### src/hdl/cbsm_pkg.sv
// Shared types and constants for the cartridge bank switch mapper.
// Holds the item structs, the configuration struct and the access codes.
// No dependencies.
package cbsm_pkg;

    // Access codes carried in the op field.
    localparam logic [1:0] OP_CPU_READ  = 2'd0;
    localparam logic [1:0] OP_CPU_WRITE = 2'd1;
    localparam logic [1:0] OP_PPU_READ  = 2'd2;
    localparam logic [1:0] OP_PPU_WRITE = 2'd3;

    // Result codes carried in the kind field.
    localparam logic [1:0] KIND_NONE = 2'd0;
    localparam logic [1:0] KIND_DATA = 2'd1;
    localparam logic [1:0] KIND_PRG  = 2'd2;
    localparam logic [1:0] KIND_CHR  = 2'd3;

    // Configuration register indexes (taken from paddr bit 2).
    localparam logic REG_PRG_BANKS = 1'b0;
    localparam logic REG_CHR_BANKS = 1'b1;

    // Configuration port sizes and reset values.
    localparam int unsigned CFG_ADDR_W = 3;
    localparam int unsigned CFG_DATA_W = 32;
    localparam logic [5:0] PRG_BANKS_RST = 6'd32;
    localparam logic [8:0] CHR_BANKS_RST = 9'd256;
    // Middle program window after reset: prg_banks minus three, five bits.
    localparam logic [4:0] PRG_MID_RST = 5'(PRG_BANKS_RST - 6'd3);

    // CPU address regions, by the top nibble of the address.
    localparam logic [3:0] REGION_LATCH  = 4'h6;
    localparam logic [3:0] REGION_ID     = 4'h7;
    localparam logic [3:0] REGION_PRG_LO = 4'h8;
    localparam logic [3:0] REGION_MIRROR = 4'h9;
    localparam logic [3:0] REGION_PRG_MID = 4'hA;
    localparam logic [3:0] REGION_CHR_FIRST = 4'hB;
    localparam logic [3:0] REGION_CHR_LAST  = 4'hE;

    // Fixed read values of the register windows.
    localparam logic [7:0] LATCH_READ_BASE = 8'h60;
    localparam logic [7:0] ID_READ_VALUE   = 8'h70;

    typedef struct packed {
        logic [1:0]  op;
        logic [15:0] address;
        logic [7:0]  data;
    } in_item_t;

    typedef struct packed {
        logic [1:0]  kind;
        logic [17:0] mem_address;
        logic [7:0]  read_data;
        logic        mirror_horizontal;
    } out_item_t;

    typedef struct packed {
        logic [5:0] prg_banks;
        logic [8:0] chr_banks;
    } cfg_t;

endpackage

### src/hdl/cbsm_cfg.sv
// Configuration registers of the mapper behind an APB-style write port.
// Holds the program and character memory sizes.
// Depends on cbsm_pkg.
module cbsm_cfg
(
    input  logic                               clk,
    input  logic                               rst_n,
    input  logic                               psel,
    input  logic                               penable,
    input  logic                               pwrite,
    input  logic [cbsm_pkg::CFG_ADDR_W-1:0]    paddr,
    input  logic [cbsm_pkg::CFG_DATA_W-1:0]    pwdata,
    output logic [cbsm_pkg::CFG_DATA_W-1:0]    prdata,
    output logic                               pready,
    output cbsm_pkg::cfg_t                     cfg
);

    logic       wr_en;
    logic       reg_sel;
    logic [5:0] prg_banks_reg;
    logic [8:0] chr_banks_reg;

    // Registers sit at byte addresses 0 and 4.
    assign reg_sel = paddr[2];
    assign wr_en   = psel && penable && pwrite;
    assign pready  = 1'b1;

    // Register writes.
    always_ff @(posedge clk or negedge rst_n)
    begin
        if (!rst_n)
        begin
            prg_banks_reg <= cbsm_pkg::PRG_BANKS_RST;
            chr_banks_reg <= cbsm_pkg::CHR_BANKS_RST;
        end
        else if (wr_en)
        begin
            if (reg_sel == cbsm_pkg::REG_PRG_BANKS)
            begin
                prg_banks_reg <= pwdata[5:0];
            end
            else
            begin
                chr_banks_reg <= pwdata[8:0];
            end
        end
    end

    // Read back.
    always_comb
    begin
        if (reg_sel == cbsm_pkg::REG_PRG_BANKS)
        begin
            prdata = {{(cbsm_pkg::CFG_DATA_W-6){1'b0}}, prg_banks_reg};
        end
        else
        begin
            prdata = {{(cbsm_pkg::CFG_DATA_W-9){1'b0}}, chr_banks_reg};
        end
    end

    assign cfg.prg_banks = prg_banks_reg;
    assign cfg.chr_banks = chr_banks_reg;

endmodule

### src/hdl/cbsm_xlate.sv
// Bank state and address translation of the mapper.
// Decodes one bus access, updates the bank registers and forms the result.
// Depends on cbsm_pkg.
module cbsm_xlate
(
    input  logic                  clk,
    input  logic                  rst_n,
    input  cbsm_pkg::cfg_t        cfg,
    input  logic                  step,
    input  cbsm_pkg::in_item_t    item,
    output cbsm_pkg::out_item_t   result
);

    logic       wire_latch_reg;
    logic       wire_latch_next;
    logic [4:0] prg_low_reg;
    logic [4:0] prg_low_next;
    logic [4:0] prg_mid_reg;
    logic [4:0] prg_mid_next;
    logic       mirror_reg;
    logic       mirror_next;
    logic [7:0] chr_bank_reg [8];
    logic [7:0] chr_win_reg  [8];
    logic [7:0] chr_nib_next;
    logic [7:0] chr_win_next;
    logic       chr_wr;

    logic [3:0] top;
    logic [3:0] pair;
    logic [2:0] chr_slot;
    logic [5:0] prg_mask;
    logic [8:0] chr_mask;
    logic [4:0] prg_bank;
    logic [7:0] chr_cur;

    // Address decode of CPU writes (mask F003 keeps the top nibble and bits 1:0).
    assign top      = item.address[15:12];
    assign pair     = top - cbsm_pkg::REGION_CHR_FIRST;
    assign chr_slot = {pair[1:0], item.address[1]};
    assign prg_mask = cfg.prg_banks - 6'd1;
    assign chr_mask = cfg.chr_banks - 9'd1;
    assign chr_cur  = chr_bank_reg[chr_slot];

    // Next bank state for a CPU write.
    always_comb
    begin
        wire_latch_next = wire_latch_reg;
        prg_low_next    = prg_low_reg;
        prg_mid_next    = prg_mid_reg;
        mirror_next     = mirror_reg;
        chr_wr          = 1'b0;
        chr_nib_next    = chr_cur;
        if (item.op == cbsm_pkg::OP_CPU_WRITE)
        begin
            if (top == cbsm_pkg::REGION_LATCH)
            begin
                wire_latch_next = item.data[0];
            end
            else if (top == cbsm_pkg::REGION_PRG_LO)
            begin
                prg_low_next = item.data[4:0] & prg_mask[4:0];
            end
            else if (top == cbsm_pkg::REGION_PRG_MID)
            begin
                prg_mid_next = item.data[4:0] & prg_mask[4:0];
            end
            else if (top == cbsm_pkg::REGION_MIRROR)
            begin
                mirror_next = item.data[1];
            end
            else if (top inside {[cbsm_pkg::REGION_CHR_FIRST:cbsm_pkg::REGION_CHR_LAST]})
            begin
                chr_wr = 1'b1;
                if (item.address[0])
                begin
                    chr_nib_next = {item.data[3:0], chr_cur[3:0]};
                end
                else
                begin
                    chr_nib_next = {chr_cur[7:4], item.data[3:0]};
                end
            end
        end
    end

    assign chr_win_next = chr_nib_next & chr_mask[7:0];

    // Bank state registers.
    always_ff @(posedge clk or negedge rst_n)
    begin
        if (!rst_n)
        begin
            wire_latch_reg <= 1'b0;
            prg_low_reg    <= 5'd0;
            prg_mid_reg    <= cbsm_pkg::PRG_MID_RST;
            mirror_reg     <= 1'b0;
            for (int i = 0; i < 8; i++)
            begin
                chr_bank_reg[i] <= 8'd0;
                chr_win_reg[i]  <= 8'(i);
            end
        end
        else if (step)
        begin
            wire_latch_reg <= wire_latch_next;
            prg_low_reg    <= prg_low_next;
            prg_mid_reg    <= prg_mid_next;
            mirror_reg     <= mirror_next;
            if (chr_wr)
            begin
                chr_bank_reg[chr_slot] <= chr_nib_next;
                chr_win_reg[chr_slot]  <= chr_win_next;
            end
        end
    end

    // Program bank for the 8K window that a CPU read falls in.
    always_comb
    begin
        case (item.address[14:13])
            2'd0:    prg_bank = prg_low_reg;
            2'd1:    prg_bank = prg_mid_reg;
            2'd2:    prg_bank = cfg.prg_banks[4:0] - 5'd2;
            default: prg_bank = cfg.prg_banks[4:0] - 5'd1;
        endcase
    end

    // Result of the access; mirroring reflects this item's own update.
    always_comb
    begin
        result.kind              = cbsm_pkg::KIND_NONE;
        result.mem_address       = 18'd0;
        result.read_data         = 8'd0;
        result.mirror_horizontal = mirror_next;
        case (item.op)
            cbsm_pkg::OP_CPU_READ:
            begin
                if (top == cbsm_pkg::REGION_LATCH)
                begin
                    result.kind      = cbsm_pkg::KIND_DATA;
                    result.read_data = cbsm_pkg::LATCH_READ_BASE | {7'd0, wire_latch_reg};
                end
                else if (top == cbsm_pkg::REGION_ID)
                begin
                    result.kind      = cbsm_pkg::KIND_DATA;
                    result.read_data = cbsm_pkg::ID_READ_VALUE;
                end
                else if (item.address[15])
                begin
                    result.kind        = cbsm_pkg::KIND_PRG;
                    result.mem_address = {prg_bank, item.address[12:0]};
                end
            end
            cbsm_pkg::OP_PPU_READ, cbsm_pkg::OP_PPU_WRITE:
            begin
                if (item.address[15:13] == 3'd0)
                begin
                    result.kind        = cbsm_pkg::KIND_CHR;
                    result.mem_address = {chr_win_reg[item.address[12:10]],
                                          item.address[9:0]};
                end
            end
            default:
            begin
                result.kind = cbsm_pkg::KIND_NONE;
            end
        endcase
    end

endmodule

### src/hdl/cartridge_bank_switch_mapper.sv
// Top level of the cartridge bank switch mapper: input and result registers.
// Instantiates cbsm_cfg and cbsm_xlate; depends on cbsm_pkg.
//
//   Channel   Direction  Handshake                 Payload
//   in        to block   in_valid / in_stall       in_item  (op, address, data)
//   out       from block out_valid / out_stall     out_item (kind, mem_address,
//                                                  read_data, mirror_horizontal)
//   config    to block   psel/penable/pwrite/pready paddr, pwdata, prdata
//
// One item per cycle sustained while the result is not stalled; each item passes from
// acceptance into the input register, then through the decode into the result register.
// Bank state changes when an item leaves the input register.
// Reset clears the valid bits of both registers, sizes go to 32 and 256 program and character banks,
// the middle program window to bank 29 and character window i to bank i.
// A stalled result holds the input register, which then stalls the input channel.
module cartridge_bank_switch_mapper
(
    input  logic                                clk,
    input  logic                                rst_n,
    input  logic                                in_valid,
    output logic                                in_stall,
    input  cbsm_pkg::in_item_t                  in_item,
    output logic                                out_valid,
    input  logic                                out_stall,
    output cbsm_pkg::out_item_t                 out_item,
    input  logic                                psel,
    input  logic                                penable,
    input  logic                                pwrite,
    input  logic [cbsm_pkg::CFG_ADDR_W-1:0]     paddr,
    input  logic [cbsm_pkg::CFG_DATA_W-1:0]     pwdata,
    output logic [cbsm_pkg::CFG_DATA_W-1:0]     prdata,
    output logic                                pready
);

    cbsm_pkg::cfg_t      cfg;
    cbsm_pkg::in_item_t  in_item_reg;
    cbsm_pkg::out_item_t out_item_reg;
    cbsm_pkg::out_item_t result;
    logic                in_vld_reg;
    logic                out_vld_reg;
    logic                advance;
    logic                in_load;

    // Flow control between the two registers.
    assign advance  = in_vld_reg && (!out_vld_reg || !out_stall);
    assign in_stall = in_vld_reg && !advance;
    assign in_load  = in_valid && !in_stall;

    cbsm_cfg u_cfg
    (
        .clk     (clk),
        .rst_n   (rst_n),
        .psel    (psel),
        .penable (penable),
        .pwrite  (pwrite),
        .paddr   (paddr),
        .pwdata  (pwdata),
        .prdata  (prdata),
        .pready  (pready),
        .cfg     (cfg)
    );

    cbsm_xlate u_xlate
    (
        .clk    (clk),
        .rst_n  (rst_n),
        .cfg    (cfg),
        .step   (advance),
        .item   (in_item_reg),
        .result (result)
    );

    // Input register valid.
    always_ff @(posedge clk or negedge rst_n)
    begin
        if (!rst_n)
        begin
            in_vld_reg <= 1'b0;
        end
        else if (in_load || advance)
        begin
            in_vld_reg <= in_load;
        end
    end

    // Input register payload.
    always_ff @(posedge clk)
    begin
        if (in_load)
        begin
            in_item_reg <= in_item;
        end
    end

    // Result register valid.
    always_ff @(posedge clk or negedge rst_n)
    begin
        if (!rst_n)
        begin
            out_vld_reg <= 1'b0;
        end
        else if (advance || !out_stall)
        begin
            out_vld_reg <= advance;
        end
    end

    // Result register payload.
    always_ff @(posedge clk)
    begin
        if (advance)
        begin
            out_item_reg <= result;
        end
    end

    assign out_valid = out_vld_reg;
    assign out_item  = out_item_reg;

    // A CPU write never produces a result value.
    a_write_gives_none: assert property (@(posedge clk) disable iff (!rst_n)
        advance && in_item_reg.op == cbsm_pkg::OP_CPU_WRITE
        |=> out_item.kind == cbsm_pkg::KIND_NONE)
        else $error("CPU write produced a non-empty result");

    // A PPU access below 2000 always gives a character address.
    a_ppu_gives_chr: assert property (@(posedge clk) disable iff (!rst_n)
        advance && in_item_reg.op[1] && in_item_reg.address[15:13] == 3'd0
        |=> out_valid && out_item.kind == cbsm_pkg::KIND_CHR)
        else $error("PPU access in pattern space did not give a character address");

    // A held item in the input register is never dropped.
    a_input_kept: assert property (@(posedge clk) disable iff (!rst_n)
        in_vld_reg && !advance |=> in_vld_reg)
        else $error("Item lost from the input register");

endmodule
### config.mk
export PLATFORM = sky130hd
export DESIGN_NAME = cartridge_bank_switch_mapper
export DESIGN_NICKNAME = d
export VERILOG_FILES = /design/src/hdl/cbsm_pkg.sv /design/src/hdl/cbsm_cfg.sv /design/src/hdl/cbsm_xlate.sv /design/src/hdl/cartridge_bank_switch_mapper.sv
export SDC_FILE = /design/constraint.sdc
export NUM_CORES = 1
export LEC_CHECK = 0
export ABC_AREA = 1
export ABC_CLOCK_PERIOD_IN_PS = 2800
export BUFFER_PORTS_ARGS = -buffer_cell sky130_fd_sc_hd__buf_2
export CORE_MARGIN = 2
export CORE_UTILIZATION = 55
export CTS_CLUSTER_DIAMETER = 200
export CTS_CLUSTER_SIZE = 28
export DETAILED_ROUTE_END_ITERATION = 8
export MAX_ROUTING_LAYER = met4
export PLACE_DENSITY = 0.74
export SLEW_MARGIN = 15
export SYNTH_ARGS = -nofsm -noshare
export SYNTH_HDL_FRONTEND = slang
export SYNTH_SLANG_ARGS = --single-unit
### constraint.sdc
create_clock -name clk -period 2.8 [get_ports clk]
set_clock_uncertainty 0.15 [all_clocks]
set_input_delay 0.28 -clock clk [delete_from_list [all_inputs] [get_ports clk]]
set_output_delay 0.28 -clock clk [all_outputs]
set_load 0.005 [all_outputs]
==> impl_metrics.ini <==
[run_status]
run_status = complete, no violations

[final_layout]
multi_input_logic_area_mm2 = 0.00401
antennaDiodeCount = 0
fraction_of_final_layout_cells_with_drive_strength_greater_than_1_pct = 12.7
n_fill_cell = 1556
fin_area_mm2 = 0.0112
finish.cell_count_without_fillers = 1540
finished_core_util_pct = 62.1
nNetsFinal = 1384
sequential_cell_area_mm2 = 0.00536
areaGrowthSynthToFinish_pct = 10.6

[synthesis]
synthesis.area_per_instance_um2 = 8.33
synth_async_sr_flop_share_pct = 77.0
yosysSeqAreaShare_pct = 53.0
synthFlopType = sky130_fd_sc_hd__dfrtp_1
synthDistinctLibCells = 38
number_of_warnings_printed_during_yosys_synthesis = 0
synth_area_mm2 = 0.0101
synth_seq_cells = 204
edff_count_synth = 47
mapped_cells = 1214

[die]
initial_utilization_pct = 56.1
io_pins = 132
die_area_mm2 = 0.0195
design.core.area_mm2 = 0.0180
die_h_um = 140
chipWidth_um = 140
rows = 49

[pwr]
power_mw = 6.30
ir_drop_mv = 0.468
total_leakage_power_nw = 5.85
power_per_cell_area_mw_per_mm2 = 563

[clock_network]
tritoncts = built
cts.sinks = 204
cts_root_buf = sky130_fd_sc_hd__clkbuf_16
tritoncts.num_buffers = 11
ctsLongestPathBuffers = 3
clk_latency_ns = 0.47
htreeDepth = 1
clk_transition_reported_paths_ns = 0.12

[detailed_routing]
avgRoutedWirePerCell_um = 16.7
drt-initial-drc-count = 841
drtPass1Iterations = 6
route.detailed.vias_per_inst = 5.44
antenna_violating_nets_post_route = 0
route.detailed.drc = 0
drt-total-wl_um = 25700
routed-via-count = 8379

[sta]
final_max_slew_viol_count = 0
finalHoldViolCount = 0
post-route-period-util_pct = 92.8
remaining_max_slew_budget_at_the_tightest_pin_pct = 42.7
finalSetupTns_ns = 0
finalSetupViolations = 0
worst_hold_slack_ns = 0.210
worst-slew-pin-transition_ns = 0.853
minimum_clock_period_after_layout_ns = 2.60
rsz0062_at_grt = false
setup_slack_after_layout_ns = 0.201
clock.fmax_mhz = 385

[run]
drv.max_cap_violation_count = 0

[place]
placement.setup.worst_slack_ns = 0.296
hpwl_um = 16300
dpl_cell_area_mm2 = 0.0105
io_buffers = 75
rd_place_congestion = 0.922
dpl.cell_count = 1488

[setup_path]
worstSetupStartpointType = register
worst_setup_path_end_kind = register
worst_ep_required_time_ns = 2.99
crit_path_max_fanout = 17
worst-setup-path-type = reg2reg
critical_path_arrival_ns = 2.78

[global_routing]
first_global_vias = 7882
grt_util_all_layers_pct = 27.3
grt_remaining_overflow = 0
grt_start_max_net_pins = 60
antenna_violations_before_repair = 0
global_route_wire_length_before_repair_um = 41600

[hold_path]
worst_hold_path_type = in2async
-- metal layers --
layer  GRT usage (%)  up-vias  wire [um]
met5               -        -          0
li1                -     4008          -
met3            2.82       66       1640
met1            37.3     3927      10800
met4            9.11        0        936
met2            43.1      378      12300
-- cells in the final DEF, fill, tap and decap left out, types with 2 or more instances in the layout --
| master | count |
|---|---|
| sky130_fd_sc_hd__nand2_1 | 493 |
| sky130_fd_sc_hd__nand3_1 | 139 |
| sky130_fd_sc_hd__dfrtp_1 | 139 |
| sky130_fd_sc_hd__nor2_1 | 79 |
| sky130_fd_sc_hd__buf_2 | 74 |
| sky130_fd_sc_hd__o21ai_0 | 70 |
| sky130_fd_sc_hd__inv_1 | 58 |
| sky130_fd_sc_hd__edfxtp_1 | 47 |
| sky130_fd_sc_hd__dlygate4sd3_1 | 35 |
| sky130_fd_sc_hd__conb_1 | 28 |
| sky130_fd_sc_hd__buf_4 | 26 |
| sky130_fd_sc_hd__dfstp_2 | 18 |
| sky130_fd_sc_hd__o211ai_1 | 12 |
| sky130_fd_sc_hd__clkbuf_16 | 11 |
| sky130_fd_sc_hd__ha_1 | 9 |
| sky130_fd_sc_hd__nor2_8 | 8 |
| sky130_fd_sc_hd__inv_2 | 6 |
| sky130_fd_sc_hd__a21oi_1 | 6 |
| sky130_fd_sc_hd__nand2_2 | 5 |
| sky130_fd_sc_hd__xor2_1 | 5 |
| sky130_fd_sc_hd__clkbuf_1 | 5 |
| sky130_fd_sc_hd__nor3_1 | 4 |
| sky130_fd_sc_hd__nand4_1 | 3 |
| sky130_fd_sc_hd__nor2_2 | 3 |
| sky130_fd_sc_hd__or2_2 | 3 |
| sky130_fd_sc_hd__o2111ai_1 | 3 |
| sky130_fd_sc_hd__inv_4 | 3 |
| sky130_fd_sc_hd__clkinv_1 | 2 |
| sky130_fd_sc_hd__nand3_2 | 2 |
| sky130_fd_sc_hd__xnor2_1 | 2 |
| sky130_fd_sc_hd__o221ai_1 | 2 |
| sky130_fd_sc_hd__mux2_2 | 2 |
-- report_power, final --
part	total, mW	internal (mW)	leakage [nW]	switching, mW
Combinational	1.14	0.367	3.16	0.771
Clock	1.75	0.761	0.151	0.993
Sequential	3.41	3.28	2.54	0.132
Total	6.30	4.40	5.85	1.90
-- logic make-up after synthesis --
group	synth area share, %
AO/OA/AOI/OAI	5.33
XOR/XNOR	0.606
adder cells (fa/ha/maj)	1.11
buffers and inverters	8.33
flip-flops	53.0
multiplexers	0.223
other	0.0743
AND/OR/NAND/NOR	31.3
-- worst paths after layout --
path                                            to  slack [ns]                    start  depth (start not counted)
setup / recovery           u_xlate.chr_win_reg[31]        0.20          in_item_reg[20]                         10
min in group clk            u_cfg.prg_banks_reg[5]        0.27                  penable                          5
setup reg to reg           u_xlate.chr_win_reg[31]        0.20          in_item_reg[20]                         10
max in group asynchronous   u_xlate.chr_win_reg[9]        1.43                    rst_n                          3
hold / removal             u_xlate.chr_bank_reg[5]        0.21                    rst_n                          2
hold reg to reg            u_xlate.chr_win_reg[41]        0.32  u_xlate.chr_win_reg[41]                          2
-- timing repair --
| action | in CTS | in global routing |
|---|---|---|
| setup endpoints to repair | 0 | 1 |
| hold buffers | 35 | 0 |
| buffers inserted | 0 | 0 |
| gates resized for setup | 0 | 1 |
| hold endpoints to repair | 87 | 0 |
-- cells in the mapped netlist, types with 8 or more instances --
cell type | n | share of area (%)
sky130_fd_sc_hd__inv_1 | 58 | 2.2
sky130_fd_sc_hd__nor2_1 | 80 | 3.0
sky130_fd_sc_hd__buf_6 | 12 | 1.3
sky130_fd_sc_hd__nor2_8 | 8 | 1.6
sky130_fd_sc_hd__dfstp_2 | 18 | 4.7
sky130_fd_sc_hd__nand2_1 | 493 | 18
sky130_fd_sc_hd__nand3_1 | 139 | 6.9
sky130_fd_sc_hd__edfxtp_1 | 47 | 14
sky130_fd_sc_hd__clkbuf_1 | 21 | 0.78
sky130_fd_sc_hd__dfrtp_1 | 139 | 34
sky130_fd_sc_hd__ha_1 | 9 | 1.1
sky130_fd_sc_hd__o211ai_1 | 12 | 0.89
sky130_fd_sc_hd__buf_4 | 45 | 3.3
sky130_fd_sc_hd__o21ai_0 | 70 | 3.5
-- cell type report --
class,count,area share [%]
Multi-Input combinational cell,884,35.8
Sequential cell,204,47.9
Clock inverter,1,0.179
Timing Repair Buffer,137,8.47
Clock buffer,16,2.63
Inverter,69,2.38
Tap cell,229,2.56
-- worst max-delay path: stages (launching register included) --
cell                       delay, ns
sky130_fd_sc_hd__edfxtp_1       0.44
sky130_fd_sc_hd__clkinv_1       0.14
sky130_fd_sc_hd__ha_1           0.31
sky130_fd_sc_hd__nand3_1        0.20
sky130_fd_sc_hd__nand3_2        0.15
sky130_fd_sc_hd__nor2_4         0.16
sky130_fd_sc_hd__nand2_8        0.18
sky130_fd_sc_hd__nor2_8         0.36
sky130_fd_sc_hd__inv_4          0.18
sky130_fd_sc_hd__nand2_1        0.12
sky130_fd_sc_hd__nand2_1        0.06
Power figures use the tool's default switching activity.
